$ cat src/sv/assert_macros.svh
// Assertion macros shared by the doorbell decoder modules.
`ifndef ASSERT_MACROS_SVH
`define ASSERT_MACROS_SVH

// Condition must hold at every clock edge outside reset.
`define DPWD_ASSERT_ALWAYS(label, clk, rst_n, cond) \
  label: assert property (@(posedge clk) disable iff (!rst_n) (cond)) \
    else $error("dpwd assertion failed");

// Antecedent in one cycle implies consequent in the same cycle.
`define DPWD_ASSERT_IMPL(label, clk, rst_n, ante, cons) \
  label: assert property (@(posedge clk) disable iff (!rst_n) (ante) |-> (cons)) \
    else $error("dpwd assertion failed");

// Antecedent in one cycle implies consequent in the next cycle.
`define DPWD_ASSERT_NEXT(label, clk, rst_n, ante, cons) \
  label: assert property (@(posedge clk) disable iff (!rst_n) (ante) |=> (cons)) \
    else $error("dpwd assertion failed");

`endif

$ cat src/sv/dpwd_pkg.sv
// Shared types, constants and helpers of the doorbell pulse-width decoder.
package dpwd_pkg;

  localparam int unsigned ADDR_W          = 4;
  localparam int unsigned DATA_W          = 32;
  localparam int unsigned QUEUE_DEPTH_DEF = 2;

  // register indexes (paddr[3:2])
  localparam logic [1:0] REG_PULSE_MID = 2'd0;
  localparam logic [1:0] REG_PULSE_MAX = 2'd1;
  localparam logic [1:0] REG_WINDOW    = 2'd2;

  localparam logic [15:0] RST_PULSE_MID = 16'd700;
  localparam logic [15:0] RST_PULSE_MAX = 16'd1900;
  localparam logic [15:0] RST_WINDOW    = 16'd1000;

  localparam logic [6:0] PULSE_COUNT     = 7'd66;
  localparam logic [6:0] LAST_PAIR_PULSE = 7'd64;
  localparam logic [6:0] PULSE_IDX_MAX   = 7'h7F;

  localparam logic [7:0] CHIME_BYTE_0 = 8'h03;
  localparam logic [7:0] CHIME_BYTE_1 = 8'hE0;
  localparam logic [7:0] CHIME_BYTE_2 = 8'h1C;

  typedef enum logic [1:0] {
    STATUS_NEW    = 2'd0,
    STATUS_REPEAT = 2'd1,
    STATUS_REJECT = 2'd2
  } status_t;

  typedef struct packed {
    logic        req_type;
    logic [15:0] pulse_duration;
    logic        last_pulse;
  } in_item_t;

  typedef struct packed {
    status_t     status;
    logic [15:0] device_id;
    logic [1:0]  chime_number;
  } out_item_t;

  typedef struct packed {
    logic [15:0] pulse_mid;
    logic [15:0] pulse_max;
    logic [15:0] window_ms;
  } cfg_t;

  // classified beat handed from front to back
  typedef struct packed {
    logic is_tick;
    logic last;
    logic above_mid;
    logic above_max;
    logic below_mid;
  } pulse_class_t;

  typedef struct packed {
    logic       valid;
    logic [1:0] index;
  } chime_t;

  function automatic chime_t chime_map(input logic [7:0] low_byte);
    chime_t c;
    c.valid = 1'b1;
    c.index = 2'd0;
    if (low_byte == CHIME_BYTE_0) begin
      c.index = 2'd0;
    end else if (low_byte == CHIME_BYTE_1) begin
      c.index = 2'd1;
    end else if (low_byte == CHIME_BYTE_2) begin
      c.index = 2'd2;
    end else begin
      c.valid = 1'b0;
    end
    return c;
  endfunction

endpackage

$ cat src/sv/doorbell_pulse_width_decoder.sv
// Top level of the doorbell pulse-width decoder: register bank, front, queue, back.
//
//  Channel | Handshake              | Payload
//  --------+------------------------+-------------------------------------------------
//  in      | in_valid / in_ready    | in_data: req_type, pulse_duration, last_pulse
//  out     | out_valid / out_ready  | out_data: status, device_id, chime_number
//  cfg     | psel, penable, pwrite  | paddr / pwdata / prdata, regs at 0x0, 0x4, 0x8
//
//  Cycles: one beat per clock while out_ready keeps the result register draining; a
//    closing pulse's result shows on out_* after the queue slot and then the result register.
//  Stalls: a closing pulse at the queue head waits while the result register
//    is full and out_ready is low; in_ready drops once the queue fills up.
//  Reset: synchronous, active low; clears packet and repeat state, loads the
//    register defaults; pready is tied high and in_ready is high right after reset.
module doorbell_pulse_width_decoder #(
  parameter int unsigned QUEUE_DEPTH = dpwd_pkg::QUEUE_DEPTH_DEF
) (
  input  logic                         clk,
  input  logic                         rst_n,
  // input beats
  input  logic                         in_valid,
  output logic                         in_ready,
  input  dpwd_pkg::in_item_t           in_data,
  // result beats
  output logic                         out_valid,
  input  logic                         out_ready,
  output dpwd_pkg::out_item_t          out_data,
  // register port
  input  logic                         psel,
  input  logic                         penable,
  input  logic                         pwrite,
  input  logic [dpwd_pkg::ADDR_W-1:0]  paddr,
  input  logic [dpwd_pkg::DATA_W-1:0]  pwdata,
  output logic [dpwd_pkg::DATA_W-1:0]  prdata,
  output logic                         pready
);
  import dpwd_pkg::*;

  cfg_t         cfg;
  logic         q_full;
  logic         q_push;
  pulse_class_t q_in;
  logic         q_pop;
  logic         q_valid;
  pulse_class_t q_head;

  // thresholds and repeat window; the user must write them only while the block is idle, the block does not enforce it
  dpwd_cfg u_cfg (
    .clk     (clk),
    .rst_n   (rst_n),
    .psel    (psel),
    .penable (penable),
    .pwrite  (pwrite),
    .paddr   (paddr),
    .pwdata  (pwdata),
    .prdata  (prdata),
    .pready  (pready),
    .cfg     (cfg)
  );

  // front: take beats, reduce durations to short/long/too-long flags
  dpwd_front u_front (
    .in_valid (in_valid),
    .in_ready (in_ready),
    .in_data  (in_data),
    .cfg      (cfg),
    .q_full   (q_full),
    .q_push   (q_push),
    .q_entry  (q_in)
  );

  // decouples acceptance from a stalled result register
  dpwd_queue #(
    .QUEUE_DEPTH (QUEUE_DEPTH)
  ) u_queue (
    .clk        (clk),
    .rst_n      (rst_n),
    .push       (q_push),
    .push_data  (q_in),
    .full       (q_full),
    .pop        (q_pop),
    .head_valid (q_valid),
    .head_data  (q_head)
  );

  // back: bit assembly, packet checks, repeat filter, result register
  dpwd_back u_back (
    .clk        (clk),
    .rst_n      (rst_n),
    .cfg        (cfg),
    .head_valid (q_valid),
    .head_data  (q_head),
    .pop        (q_pop),
    .out_valid  (out_valid),
    .out_ready  (out_ready),
    .out_data   (out_data)
  );

endmodule

$ cat src/sv/dpwd_cfg.sv
// APB register bank holding the pulse thresholds and repeat window.
module dpwd_cfg (
  input  logic                         clk,
  input  logic                         rst_n,
  input  logic                         psel,
  input  logic                         penable,
  input  logic                         pwrite,
  input  logic [dpwd_pkg::ADDR_W-1:0]  paddr,
  input  logic [dpwd_pkg::DATA_W-1:0]  pwdata,
  output logic [dpwd_pkg::DATA_W-1:0]  prdata,
  output logic                         pready,
  output dpwd_pkg::cfg_t               cfg
);
  import dpwd_pkg::*;

  logic [15:0] mid_r, mid_nxt;
  logic [15:0] max_r, max_nxt;
  logic [15:0] win_r, win_nxt;
  logic [1:0]  reg_idx;
  logic        wr_en;

  assign reg_idx = paddr[3:2];
  assign wr_en   = psel && penable && pwrite;
  assign pready  = 1'b1;

  always_comb begin
    mid_nxt = mid_r;
    max_nxt = max_r;
    win_nxt = win_r;
    if (wr_en) begin
      case (reg_idx)
        REG_PULSE_MID: mid_nxt = pwdata[15:0];
        REG_PULSE_MAX: max_nxt = pwdata[15:0];
        REG_WINDOW:    win_nxt = pwdata[15:0];
        default: ;
      endcase
    end
  end

  always_ff @(posedge clk) begin
    if (!rst_n) begin
      mid_r <= RST_PULSE_MID;
      max_r <= RST_PULSE_MAX;
      win_r <= RST_WINDOW;
    end else begin
      mid_r <= mid_nxt;
      max_r <= max_nxt;
      win_r <= win_nxt;
    end
  end

  always_comb begin
    case (reg_idx)
      REG_PULSE_MID: prdata = {16'd0, mid_r};
      REG_PULSE_MAX: prdata = {16'd0, max_r};
      REG_WINDOW:    prdata = {16'd0, win_r};
      default:       prdata = '0;
    endcase
  end

  assign cfg.pulse_mid = mid_r;
  assign cfg.pulse_max = max_r;
  assign cfg.window_ms = win_r;

endmodule

$ cat src/sv/dpwd_front.sv
// Front end: accepts input beats and classifies pulse durations.
module dpwd_front (
  input  logic                   in_valid,
  output logic                   in_ready,
  input  dpwd_pkg::in_item_t     in_data,
  input  dpwd_pkg::cfg_t         cfg,
  input  logic                   q_full,
  output logic                   q_push,
  output dpwd_pkg::pulse_class_t q_entry
);
  import dpwd_pkg::*;

  assign in_ready = !q_full;
  assign q_push   = in_valid && !q_full;

  // the user must keep thresholds static while beats are in flight; the block does not enforce it
  assign q_entry.is_tick   = in_data.req_type;
  assign q_entry.last      = in_data.last_pulse;
  assign q_entry.above_mid = in_data.pulse_duration > cfg.pulse_mid;
  assign q_entry.above_max = in_data.pulse_duration > cfg.pulse_max;
  assign q_entry.below_mid = in_data.pulse_duration < cfg.pulse_mid;

endmodule

$ cat src/sv/dpwd_queue.sv
// Small FIFO of classified beats between front and back.
`include "assert_macros.svh"
module dpwd_queue #(
  parameter int unsigned QUEUE_DEPTH = dpwd_pkg::QUEUE_DEPTH_DEF
) (
  input  logic                   clk,
  input  logic                   rst_n,
  input  logic                   push,
  input  dpwd_pkg::pulse_class_t push_data,
  output logic                   full,
  input  logic                   pop,
  output logic                   head_valid,
  output dpwd_pkg::pulse_class_t head_data
);
  import dpwd_pkg::*;

  localparam int unsigned PTR_W = (QUEUE_DEPTH > 1) ? $clog2(QUEUE_DEPTH) : 1;
  localparam int unsigned CNT_W = $clog2(QUEUE_DEPTH + 1);
  localparam logic [PTR_W-1:0] PTR_LAST = PTR_W'(QUEUE_DEPTH - 1);
  localparam logic [CNT_W-1:0] CNT_FULL = CNT_W'(QUEUE_DEPTH);

  pulse_class_t     slot_r [QUEUE_DEPTH];
  logic [PTR_W-1:0] wr_ptr_r, wr_ptr_nxt;
  logic [PTR_W-1:0] rd_ptr_r, rd_ptr_nxt;
  logic [CNT_W-1:0] count_r, count_nxt;

  assign full       = (count_r == CNT_FULL);
  assign head_valid = (count_r != '0);
  assign head_data  = slot_r[rd_ptr_r];

  always_comb begin
    wr_ptr_nxt = wr_ptr_r;
    rd_ptr_nxt = rd_ptr_r;
    count_nxt  = count_r;
    if (push) begin
      wr_ptr_nxt = (wr_ptr_r == PTR_LAST) ? '0 : wr_ptr_r + 1'b1;
    end
    if (pop) begin
      rd_ptr_nxt = (rd_ptr_r == PTR_LAST) ? '0 : rd_ptr_r + 1'b1;
    end
    if (push && !pop) begin
      count_nxt = count_r + 1'b1;
    end else if (pop && !push) begin
      count_nxt = count_r - 1'b1;
    end
  end

  always_ff @(posedge clk) begin
    if (!rst_n) begin
      wr_ptr_r <= '0;
      rd_ptr_r <= '0;
      count_r  <= '0;
    end else begin
      wr_ptr_r <= wr_ptr_nxt;
      rd_ptr_r <= rd_ptr_nxt;
      count_r  <= count_nxt;
    end
  end

  always_ff @(posedge clk) begin
    if (push) begin
      slot_r[wr_ptr_r] <= push_data;
    end
  end

  `DPWD_ASSERT_ALWAYS(a_count_bound, clk, rst_n, count_r <= CNT_FULL)
  `DPWD_ASSERT_IMPL(a_no_overflow, clk, rst_n, push, !full)
  `DPWD_ASSERT_IMPL(a_no_underflow, clk, rst_n, pop, head_valid)

endmodule

$ cat src/sv/dpwd_back.sv
// Back end: pair decoding, packet checks, repeat filter and result register.
`include "assert_macros.svh"
module dpwd_back (
  input  logic                   clk,
  input  logic                   rst_n,
  input  dpwd_pkg::cfg_t         cfg,
  input  logic                   head_valid,
  input  dpwd_pkg::pulse_class_t head_data,
  output logic                   pop,
  output logic                   out_valid,
  input  logic                   out_ready,
  output dpwd_pkg::out_item_t    out_data
);
  import dpwd_pkg::*;

  logic [6:0]  pulse_index_r, pulse_index_nxt;
  logic [31:0] shift_r, shift_nxt;
  logic        held_above_mid_r, held_above_mid_nxt;
  logic        held_above_max_r, held_above_max_nxt;
  logic        packet_error_r, packet_error_nxt;
  logic [31:0] prev_code_r, prev_code_nxt;
  logic [31:0] ms_count_r, ms_count_nxt;
  logic [31:0] prev_time_r, prev_time_nxt;
  logic        out_valid_r, out_valid_nxt;
  out_item_t   out_data_r, out_data_nxt;

  logic        closing;
  logic        out_take;

  assign out_take = out_valid_r && out_ready;
  assign closing  = head_data.last && !head_data.is_tick;
  // a closing pulse needs the result register free or being taken; others always drain
  assign pop      = head_valid && (!closing || !out_valid_r || out_ready);

  always_comb begin
    logic [6:0]  idx_inc;
    logic [31:0] code;
    logic [31:0] elapsed;
    logic        good;
    logic        fresh;
    chime_t      chime;

    pulse_index_nxt    = pulse_index_r;
    shift_nxt          = shift_r;
    held_above_mid_nxt = held_above_mid_r;
    held_above_max_nxt = held_above_max_r;
    packet_error_nxt   = packet_error_r;
    prev_code_nxt      = prev_code_r;
    ms_count_nxt       = ms_count_r;
    prev_time_nxt      = prev_time_r;
    out_valid_nxt      = out_take ? 1'b0 : out_valid_r;
    out_data_nxt       = out_data_r;

    idx_inc = (pulse_index_r != PULSE_IDX_MAX) ? pulse_index_r + 1'b1 : pulse_index_r;
    code    = '0;
    elapsed = ms_count_r - prev_time_r;
    good    = 1'b0;
    fresh   = 1'b0;
    chime   = chime_map(8'd0);

    if (pop) begin
      if (head_data.is_tick) begin
        ms_count_nxt = ms_count_r + 1'b1;
      end else begin
        pulse_index_nxt = idx_inc;
        if (idx_inc <= LAST_PAIR_PULSE) begin
          if (idx_inc[0]) begin
            held_above_mid_nxt = head_data.above_mid;
            held_above_max_nxt = head_data.above_max;
          end else begin
            shift_nxt = {shift_r[30:0], 1'b0};
            if (held_above_mid_r) begin
              if (held_above_max_r || head_data.above_mid) begin
                packet_error_nxt = 1'b1;
              end else begin
                shift_nxt[0] = 1'b1;
              end
            end else if (head_data.below_mid) begin
              packet_error_nxt = 1'b1;
            end
          end
        end

        if (head_data.last) begin
          code  = shift_nxt;
          chime = chime_map(code[7:0]);
          good  = (idx_inc == PULSE_COUNT) && !packet_error_nxt &&
                  (code != '0) && (code[15:8] == 8'd0);
          fresh = (code != prev_code_r) || (elapsed > {16'd0, cfg.window_ms});

          out_valid_nxt             = 1'b1;
          out_data_nxt.status       = STATUS_REJECT;
          out_data_nxt.device_id    = '0;
          out_data_nxt.chime_number = '0;
          if (good) begin
            if (!fresh) begin
              out_data_nxt.status       = STATUS_REPEAT;
              out_data_nxt.device_id    = code[31:16];
              out_data_nxt.chime_number = chime.valid ? chime.index : 2'd0;
              prev_time_nxt             = ms_count_r;
            end else begin
              prev_code_nxt = code;
              if (chime.valid) begin
                out_data_nxt.status       = STATUS_NEW;
                out_data_nxt.device_id    = code[31:16];
                out_data_nxt.chime_number = chime.index;
                prev_time_nxt             = ms_count_r;
              end
            end
          end

          pulse_index_nxt    = '0;
          shift_nxt          = '0;
          held_above_mid_nxt = 1'b0;
          held_above_max_nxt = 1'b0;
          packet_error_nxt   = 1'b0;
        end
      end
    end
  end

  always_ff @(posedge clk) begin
    if (!rst_n) begin
      pulse_index_r    <= '0;
      shift_r          <= '0;
      held_above_mid_r <= 1'b0;
      held_above_max_r <= 1'b0;
      packet_error_r   <= 1'b0;
      prev_code_r      <= '0;
      ms_count_r       <= '0;
      prev_time_r      <= '0;
      out_valid_r      <= 1'b0;
    end else begin
      pulse_index_r    <= pulse_index_nxt;
      shift_r          <= shift_nxt;
      held_above_mid_r <= held_above_mid_nxt;
      held_above_max_r <= held_above_max_nxt;
      packet_error_r   <= packet_error_nxt;
      prev_code_r      <= prev_code_nxt;
      ms_count_r       <= ms_count_nxt;
      prev_time_r      <= prev_time_nxt;
      out_valid_r      <= out_valid_nxt;
    end
  end

  always_ff @(posedge clk) begin
    out_data_r <= out_data_nxt;
  end

  assign out_valid = out_valid_r;
  assign out_data  = out_data_r;

  `DPWD_ASSERT_IMPL(a_reject_zeroed, clk, rst_n,
    out_valid_r && (out_data_r.status == STATUS_REJECT),
    (out_data_r.device_id == 16'd0) && (out_data_r.chime_number == 2'd0))
  `DPWD_ASSERT_NEXT(a_close_clears, clk, rst_n, pop && closing,
    (pulse_index_r == 7'd0) && !packet_error_r && (shift_r == 32'd0) && out_valid_r)
  `DPWD_ASSERT_NEXT(a_tick_keeps_packet, clk, rst_n, pop && head_data.is_tick,
    $stable(pulse_index_r) && $stable(shift_r) && $stable(packet_error_r))

endmodule
$ cat config.mk
export PLATFORM = sky130hd
export DESIGN_NAME = doorbell_pulse_width_decoder
export DESIGN_NICKNAME = d
export VERILOG_FILES = /design/src/sv/dpwd_pkg.sv /design/src/sv/doorbell_pulse_width_decoder.sv /design/src/sv/dpwd_cfg.sv /design/src/sv/dpwd_front.sv /design/src/sv/dpwd_queue.sv /design/src/sv/dpwd_back.sv
export VERILOG_INCLUDE_DIRS = /design/src /design/src/sv
export SDC_FILE = /design/constraint.sdc
export NUM_CORES = 1
export LEC_CHECK = 0
export BUFFER_PORTS_ARGS = -buffer_cell sky130_fd_sc_hd__buf_2
export CAP_MARGIN = 25
export CORE_AREA = 2 2 246 248
export DETAILED_ROUTE_END_ITERATION = 6
export DIE_AREA = 0 0 248 250
export PLACE_DENSITY = 0.41
export SLEW_MARGIN = 30
export SYNTH_ARGS = -nofsm -noshare
export SYNTH_HDL_FRONTEND = slang
export SYNTH_HIERARCHICAL = 1
export SYNTH_SLANG_ARGS = --single-unit
$ cat constraint.sdc
create_clock -name clk -period 9.6 [get_ports clk]
set_input_delay 0 -clock clk [delete_from_list [all_inputs] [get_ports clk]]
set_output_delay 0 -clock clk [all_outputs]
set_load 0.05 [all_outputs]
Yosys cells after proc, flatten, opt, wreduce, memory -nomap -nowiden. Memories as Yosys holds them, arrays and structs flattened. A register that Yosys moved wholly into a read port is not among the register bits. Index checks and enable logic that the tools add are counted.

Memories: 1. Bits in writable memories: 10. Register bits after elaboration: 211. Input bits: 61. Output and inout bits: 55.

Eq/ne operators: 10. Muxes and demuxes: 50. $lt $le $gt $ge: 5. Bitwise gates (word level): 1. $add $sub $neg: 7. Reduce and logical (&&, ||, !) cells: 38.

Memories: u_queue.slot_r (words 2, bits a word 5, read ports 1, clocked after memory_dff 1, wr ports 1, RTL line dpwd_queue.sv:22) `pulse_class_t slot_r [QUEUE_DEPTH];`.

Operators with widths (count): $mux 32 (7); $pmux 16 s3 (1); $mux 20 (2); $add 32x1->32 const B (1); $gt 16x16->1 (2); $gt 32x16->1 (1); $mux 1 (32); $ne 32x32->1 (1); $reduce_bool 32->1 (1); $sub 32x32->32 (1); $lt 16x16->1 (1); $mux 7 (2); $mux 2 (6); $logic_and 1x1->1 (11); $reduce_and 2->1 (5); $reduce_and 5->1 (2); $eq 8x2->1 const B (1); $eq 8x5->1 const B (1); $eq 8x8->1 const B (1); $logic_not 8->1 (1); $reduce_bool 2->1 (4); $add 7x1->7 const B (1); $eq 7x7->1 const B (1); $le 7x7->1 const B (1); 13 further kinds (24).

Logic depth before layout (Yosys ltp). Gate-level depths: netlist of run 1.

Depth in word-level cells: 16. Mapped depth: 22. Mapped depth without buffers: 20.

By module. The synthesis of run 1 kept the hierarchy.

By module, submodules not included: dpwd_back (cells an instance 1333, area each 10872.9 sq um, times used 1); dpwd_cfg (cells an instance 259, area each 2369.8 sq um, times used 1); dpwd_front (cells an instance 115, area each 837.1 sq um, times used 1); dpwd_queue (cells an instance 37, area each 578.1 sq um, times used 1).

Worst setup path after synthesis of run 1. OpenSTA, ideal clock, no wires.

Path kind: register to register. Start: register u_back.prev_time_r[1]. End: register u_back.prev_code_r[20]. Stages on the path, launching flop included: 23. Buffers on the path: 2. Library setup time: 0.079 ns. Path slack: 5.260 ns. Data required time: 9.521 ns. Arrival time: 4.260 ns. Cell sequence: dfxtp_1 > inv_1 > ha_1 > or2b_2 > a21o_1 > a211oi_1 > nand2b_1 > a31oi_1 > o21ai_0 > xor2_1 > ha_1 > a21o_1 > a21oi_1 > o22ai_1 > o32a_1 > nor2b_1 > o2111ai_1 > nor4_4 > nand3_2 > and2_4 > buf_6 > buf_12 > a211oi_2.

Cells in the longest elaborated chain, start to end: 4.

RTL lines: from (decl) (RTL line dpwd_back.sv:23) `logic [31:0] prev_time_r, prev_time_nxt;`; from (signal assigned) (RTL line dpwd_back.sv:141) `prev_time_r <= prev_time_nxt;`; $sub 32x32->32 (RTL line dpwd_back.sv:56) `elapsed = ms_count_r - prev_time_r;`; $gt 32x16->1 (RTL line dpwd_back.sv:89) `fresh = (code != prev_code_r) || (elapsed > {16'd0, cfg.window_ms});`; $logic_or 1x1->1 (RTL line dpwd_back.sv:89); $reduce_and 5->1 (no line); to (signal assigned) (RTL line dpwd_back.sv:139) `prev_code_r <= prev_code_nxt;`; to (decl) (RTL line dpwd_back.sv:21) `logic [31:0] prev_code_r, prev_code_nxt;`.

Every way passes these cells. A chain may end at the register's enable or synchronous reset.

Worst setup path in the final report of run 1.
Start: register u_back.ms_count_r[0]. End: register u_back.prev_code_r[22].

Cells in the longest elaborated chain, start to end: 4.

RTL lines: from (decl) (RTL line dpwd_back.sv:22) `logic [31:0] ms_count_r, ms_count_nxt;`; from (signal assigned) (RTL line dpwd_back.sv:140) `ms_count_r <= ms_count_nxt;`; $sub 32x32->32 (RTL line dpwd_back.sv:56); $gt 32x16->1 (RTL line dpwd_back.sv:89); $logic_or 1x1->1 (RTL line dpwd_back.sv:89); $reduce_and 5->1 (no line).

Every way passes these cells.

==> results of run 1 <==
-- flip-flops by register name (all words and copies together), names as in the netlist, 2 cells and up, named ones only --
name                  cells
u_back/ms_count_r        32
u_back/out_data          20
u_back/prev_code_r       32
u_back/prev_time_r       32
u_back/pulse_index_r      7
u_back/shift_r           32
u_cfg/max_r              16
u_cfg/mid_r              16
u_cfg/win_r              16
u_queue/count_r           2
u_queue/slot_r           10
-- timing repair --
action / 4_1_cts / 5_1_grt
hold buffers: 32 / 0
setup endpoints to repair: 0 / 0
hold endpoints to repair: 54 / 0
-- worst max-delay path by stage --
stage | end | cells after the start
4_1_cts | u_back/prev_code_r[26]$_SDFFE_PN0P_ | 20
3_5_place_dp | u_back/prev_code_r[26]$_SDFFE_PN0P_ | 20
5_1_grt | u_back/prev_code_r[22]$_SDFFE_PN0P_ | 20
3_3_place_gp | u_back/prev_code_r[31]$_SDFFE_PN0P_ | 20
6_report | u_back/prev_code_r[22]$_SDFFE_PN0P_ | 20
2_1_floorplan | u_back/prev_code_r[20]$_SDFFE_PN0P_ | 22
-- cell families (layout without fill, tap and decap cells) --
family	count (synthesis)	after routing	share of synthesized area [%]
other	2	18	0.0512
and+or+nand+nor	647	647	21.9
buffers and inverters	235	292	8.07
AOI/OAI and AO/OA	335	335	15.9
xor gates and xnor gates	84	84	5.02
muxes	135	135	9.41
DFF	222	222	32.4
adders and majority gates	84	84	7.22
-- worst register-to-register path, stage by stage, from the launching register on --
cell	delay (ns)
dfxtp_1	0.38
inv_1	0.12
ha_1	0.24
or2b_2	0.31
a21o_1	0.19
a211oi_1	0.41
nand2b_1	0.21
a31oi_1	0.13
o21ai_0	0.37
xor2_1	0.26
ha_1	0.29
a21o_1	0.16
a21oi_1	0.14
o22ai_1	0.10
o32a_1	0.25
nor2b_1	0.16
o2111ai_1	0.17
nor4_4	0.37
nand3_2	0.44
nand2_1	0.79
mux2i_1	0.27
-- metal layers --
layer | vias up | part of all wire, % | global-route usage (%)
met3 | 55 | 4.0 | 2.28
met2 | 202 | 47 | 23.1
met4 | 0 | 2.1 | 3.27
met5 | - | 0 | 0
met1 | 5959 | 47 | 18.7
li1 | 6189 | - | -
-- where the power goes --
| group | leakage [nW] | internal [mW] | switching, mW | total, mW |
|---|---|---|---|---|
| Clock | 0.441 | 0.628 | 0.441 | 1.07 |
| Combinational | 4.44 | 0.160 | 0.358 | 0.519 |
| Sequential | 1.83 | 0.982 | 0.0226 | 1.00 |
-- metrics by stage --
stage	utilization, %	instance area (um2)	total power, mW
3_3_place_gp	26.0	15500	1.54
3_5_place_dp	26.0	15500	1.54
4_1_cts	28.1	16700	2.64
6_report	28.1	16700	2.59
2_1_floorplan	-	14700	1.42
5_1_grt	28.1	16700	2.72
-- area by class of cell --
class	count	share of cell area, %
sequential	222	28.3
clock inverter	16	0.927
multi-input combinational	1302	52.7
inverter	117	2.62
antenna	1	0.0149
timing repair buffer	124	4.86
clock buffer	35	4.65
tap	782	5.84
-- synthesized netlist by cell type (30+ instances only) --
cell type | number | area (um2)
nand2_1 | 230 | 863
dfxtp_1 | 192 | 3840
nor2_1 | 133 | 499
mux2i_1 | 119 | 1190
inv_1 | 116 | 435
a21oi_1 | 86 | 430
ha_1 | 83 | 1040
clkbuf_1 | 57 | 214
nor2b_1 | 56 | 350
xnor2_1 | 52 | 455
o21ai_0 | 49 | 245
a22oi_1 | 34 | 255
xor2_1 | 32 | 280
nand4_1 | 31 | 194
edfxtp_1 | 30 | 901
==> results.ini, run 1 <==
[drt]
wl_per_cell_um = 16.7
drc = 0
vias_per_cell = 4.77
first_pass_iters = 5
drtAntennaViolNets = 0
vias = 12400
drt-total-wl_um = 43500
drtIter0Drc = 632

[grt]
grt.overflow.total = 0
grt_usage_pct = 13.9
grt_max_degree = 65
antenna_found_initial = 0
grt_first_pass_wirelength_um = 69200
grt_pass1_vias = 12400

[worst_setup_path]
crit_type = reg -> reg
crit_family = simple AND/OR/NAND/NOR gates
rr_worst_depth = 20
worstPathArrival_ns = 6.34
path_buf_inv = 1
slowest_stage = nand2_1
max_stage_delay_ns = 0.78
worstPathCellList = inv_1 > ha_1 > or2b_2 > a21o_1 > a211oi_1 > nand2b_1 > a31oi_1 > o21ai_0 > xor2_1 > ha_1 > a21o_1 > a21oi_1 > o22ai_1 > o32a_1 > nor2b_1 > o2111ai_1 > nor4_4 > nand3_2 > nand2_1 > mux2i_1
startpoint = u_back/ms_count_r[0]$_SDFFE_PN0P_
worstSetupEndpointType = flip-flop
r2r-end = u_back/prev_code_r[22]$_SDFFE_PN0P_
start_kind = flip-flop
r2r_start = u_back/ms_count_r[0]$_SDFFE_PN0P_
r2r_setup_slack_ns = 3.74
worstPathMaxFanout = 17
crit_required_ns = 10.08

[sta]
fin_tns_setup_ns = 0
finalSetupViolations = 0
final_hold_viol_count = 0
tightest_slew_ns = 0.909
slew_headroom_pct = 38.8
rsz0062_at_grt = false
finalMaxSlewViolations = 0
period_needed_ns = 5.86
hold_ws_ns = 0.132
fin_crit_sh_pct = 61.1
finClkSkew_ns = 0.0182
post-route-worst-setup-slack_ns = 3.74
max_freq_mhz = 171

[place]
port_buffers = 80
dp_hpwl_um = 32100
place_ws_ns = 3.76
dp_cells = 2515
place.gp.congestion = 0.887

[min_path]
worstHoldStart = in_data[3]
worst_hold_path.endpoint = u_queue/slot_r[1][2]$_DFFE_PP_
hold_depth = 4
min_path_type = in -> reg

[synth]
ys.warnings.count = 6
synth-seq-cells = 222
yosys_most_used_dff = dfxtp_1
synth_seq_area_share_pct = 32.4
netlist_area_um2 = 14700
ys_types = 101
syn_avg_cell_area_um2 = 8.40
synth_edf_count = 30
async_reset_ff_share_pct = 0
netlist_instances = 1744

[cells_and_area]
fillers = 6411
final_cells = 2599
most-common-layout-cells = 230 x nand2_1, 192 x dfxtp_1, 133 x nor2_1
layout-drive-gt1-share_pct = 11.7
multi_input_area_um2 = 8830
final_nets = 1940
ff_latch_area_um2 = 4740
area_delta_synth_final_pct = 14.2
final_common_cell = nand2_1

[clock_tree]
clock-sinks = 222
tritoncts = yes
cts_setup_buffers = 0
cts_resized = 0
clkTransAtPathRegs_ns = 0.06
numCtsBuffers = 28
worstSkewPairLatency_ns = 0.56
root_buffer = clkbuf_16
htree_levels = 1
clock_path_buffers = 3

[floorplan]
die_h_um = 250
core_um2 = 59600
initial_core_util_pct = 24.6
die_area_um2 = 62000
num_rows = 90
die_w_um = 248
io_pins = 116

[pwr]
power_density_nw_per_um2 = 155
power.leakage_nw = 6.70
ir_worst_vdd_mv = 0.118

[job]
drv_cap = 0

[outcome]
status = finished, final reports clean

No activity file was read; power rests on OpenSTA's default activity.
==> run 2, diff against run 1 <==
==> constraint.sdc (replaced) <==
create_clock -name clk -period 5.9 [get_ports clk]
set_input_delay 0 -clock clk [delete_from_list [all_inputs] [get_ports clk]]
set_output_delay 0 -clock clk [all_outputs]
set_load 0.05 [all_outputs]
==> results.ini, run 2 (synthesis results as in run 1) <==
[drt]
vias = 12300
drtAntennaViolNets = 0
vias_per_cell = 4.77
drtIter0Drc = 685
drt-total-wl_um = 43300
drc = 0
first_pass_iters = 5
wl_per_cell_um = 16.7

[cells_and_area]
area_delta_synth_final_pct = 13.2
antenna_cells = 0
final_nets = 1930
fillers = 6478
final_cells = 2588
multi_input_area_um2 = 8830
most-common-layout-cells = 230 x nand2_1, 192 x dfxtp_1, 133 x nor2_1
layout-drive-gt1-share_pct = 11.5
ff_latch_area_um2 = 4740
final_common_cell = nand2_1

[sta]
hold_ws_ns = 0.0618
fin_tns_setup_ns = 0
max_freq_mhz = 188
finClkSkew_ns = 0.0251
period_needed_ns = 5.33
finalMaxSlewViolations = 0
fin_crit_sh_pct = 90.4
slew_headroom_pct = 35.4
tightest_slew_ns = 0.960
finalSetupViolations = 0
rsz0062_at_grt = false
final_hold_viol_count = 0

[worst_setup_path]
r2r-end = u_back/prev_code_r[25]$_SDFFE_PN0P_
worstPathArrival_ns = 5.82
crit_type = reg -> reg
worstPathCellList = inv_1 > ha_1 > or2b_2 > a21o_1 > a211oi_1 > nand2b_1 > a31oi_1 > o21ai_0 > xor2_1 > ha_1 > a21o_1 > a21oi_1 > o22ai_1 > o32a_1 > nor2b_1 > o2111ai_1 > nor4_4 > nand3_2 > nand2_1 > buf_4 > mux2i_1
start_kind = flip-flop
rr_worst_depth = 21
path_buf_inv = 2
slowest_stage = a211oi_1
crit_family = compound AO/OA/AOI/OAI gates
r2r_start = u_back/ms_count_r[0]$_SDFFE_PN0P_
worstSetupEndpointType = flip-flop
worstPathMaxFanout = 8
crit_required_ns = 6.39
max_stage_delay_ns = 0.42
startpoint = u_back/ms_count_r[0]$_SDFFE_PN0P_
r2r_setup_slack_ns = 0.57

[grt]
grt_max_degree = 85
grt_pass1_vias = 12300
grt.overflow.total = 0
antenna_found_initial = 0
grt_usage_pct = 13.9
grt_first_pass_wirelength_um = 69000

[pwr]
ir_worst_vdd_mv = 0.192
power_density_nw_per_um2 = 250
power.leakage_nw = 6.65

[floorplan]
core_um2 = 59600
die_h_um = 250
io_pins = 116
initial_core_util_pct = 24.6
die_area_um2 = 62000
num_rows = 90
die_w_um = 248

[clock_tree]
root_buffer = clkbuf_16
worstSkewPairLatency_ns = 0.58
clock-sinks = 222
clock_path_buffers = 3
htree_levels = 1
clkTransAtPathRegs_ns = 0.06
tritoncts = yes
numCtsBuffers = 27

[place]
place.gp.congestion = 0.920
dp_cells = 2517
port_buffers = 80
dp_hpwl_um = 32200

[min_path]
hold_depth = 3
worst_hold_path.endpoint = u_cfg/win_r[2]$_SDFFE_PN0P_
worstHoldStart = rst_n
min_path_type = in -> reg

[outcome]
status = finished, final reports clean

[job]
drv_cap = 0

run 2: worst max-delay path by stage:
stage	endpoint	slack, ns	cells past startpoint
6_report	u_back/prev_code_r[25]$_SDFFE_PN0P_	0.57	21
5_1_grt	u_back/prev_code_r[25]$_SDFFE_PN0P_	0.22	21
4_1_cts	u_back/prev_code_r[25]$_SDFFE_PN0P_	0.54	21
3_5_place_dp	u_back/prev_code_r[25]$_SDFFE_PN0P_	0.63	21
3_3_place_gp	u_back/prev_code_r[31]$_SDFFE_PN0P_	0.70	21
2_1_floorplan	u_back/prev_code_r[20]$_SDFFE_PN0P_	1.56	22
run 2: what timing repair did:
item | in CTS | in global routing
setup buffers | 0 | 0
endpoints found under the hold margin | 54 | 0
hold buffers | 21 | 0
resized for setup | 0 | 0
run 2: power by group:
group	internal (mW)	switching, mW
Sequential	1.60	0.0357
Combinational	0.271	0.585
Clock	0.977	0.688
Total	2.85	1.31
run 2: layout make-up:
class	count	share of cell area [%]
clock buffer	37	4.54
inverter	117	2.65
clock inverter	13	0.739
multi-input combinational	1302	53.2
timing repair buffer	115	4.40
sequential	222	28.6
tap	782	5.90
run 2: worst reg2reg max path, stage by stage (launching register included):
cell       delay [ns]
dfxtp_1          0.39
inv_1            0.11
ha_1             0.24
or2b_2           0.31
a21o_1           0.20
a211oi_1         0.42
nand2b_1         0.22
a31oi_1          0.14
o21ai_0          0.36
xor2_1           0.19
ha_1             0.26
a21o_1           0.16
a21oi_1          0.15
o22ai_1          0.10
o32a_1           0.23
nor2b_1          0.14
o2111ai_1        0.17
nor4_4           0.40
nand3_2          0.24
nand2_1          0.34
buf_4            0.27
mux2i_1          0.22
run 2: metrics by stage:
stage                     utilization [%]  worst slack (ns)  cell area, um2  power, mW
after floorplan                         -              1.56           14700       2.31
after global placement               26.0             0.703           15500       2.51
after detailed placement             26.0             0.626           15500       2.52
final                                27.9             0.569           16600       4.15
after CTS                            27.9             0.539           16600       4.23
after global routing                 27.9             0.223           16600       4.35
run 2: metal layers:
layer	vias up	GRT usage (%)	wire, um
met5	-	0	0
met4	0	3.78	1160
met3	63	1.87	1490
met2	198	23.0	20100
met1	5895	18.8	20500
li1	6185	-	-
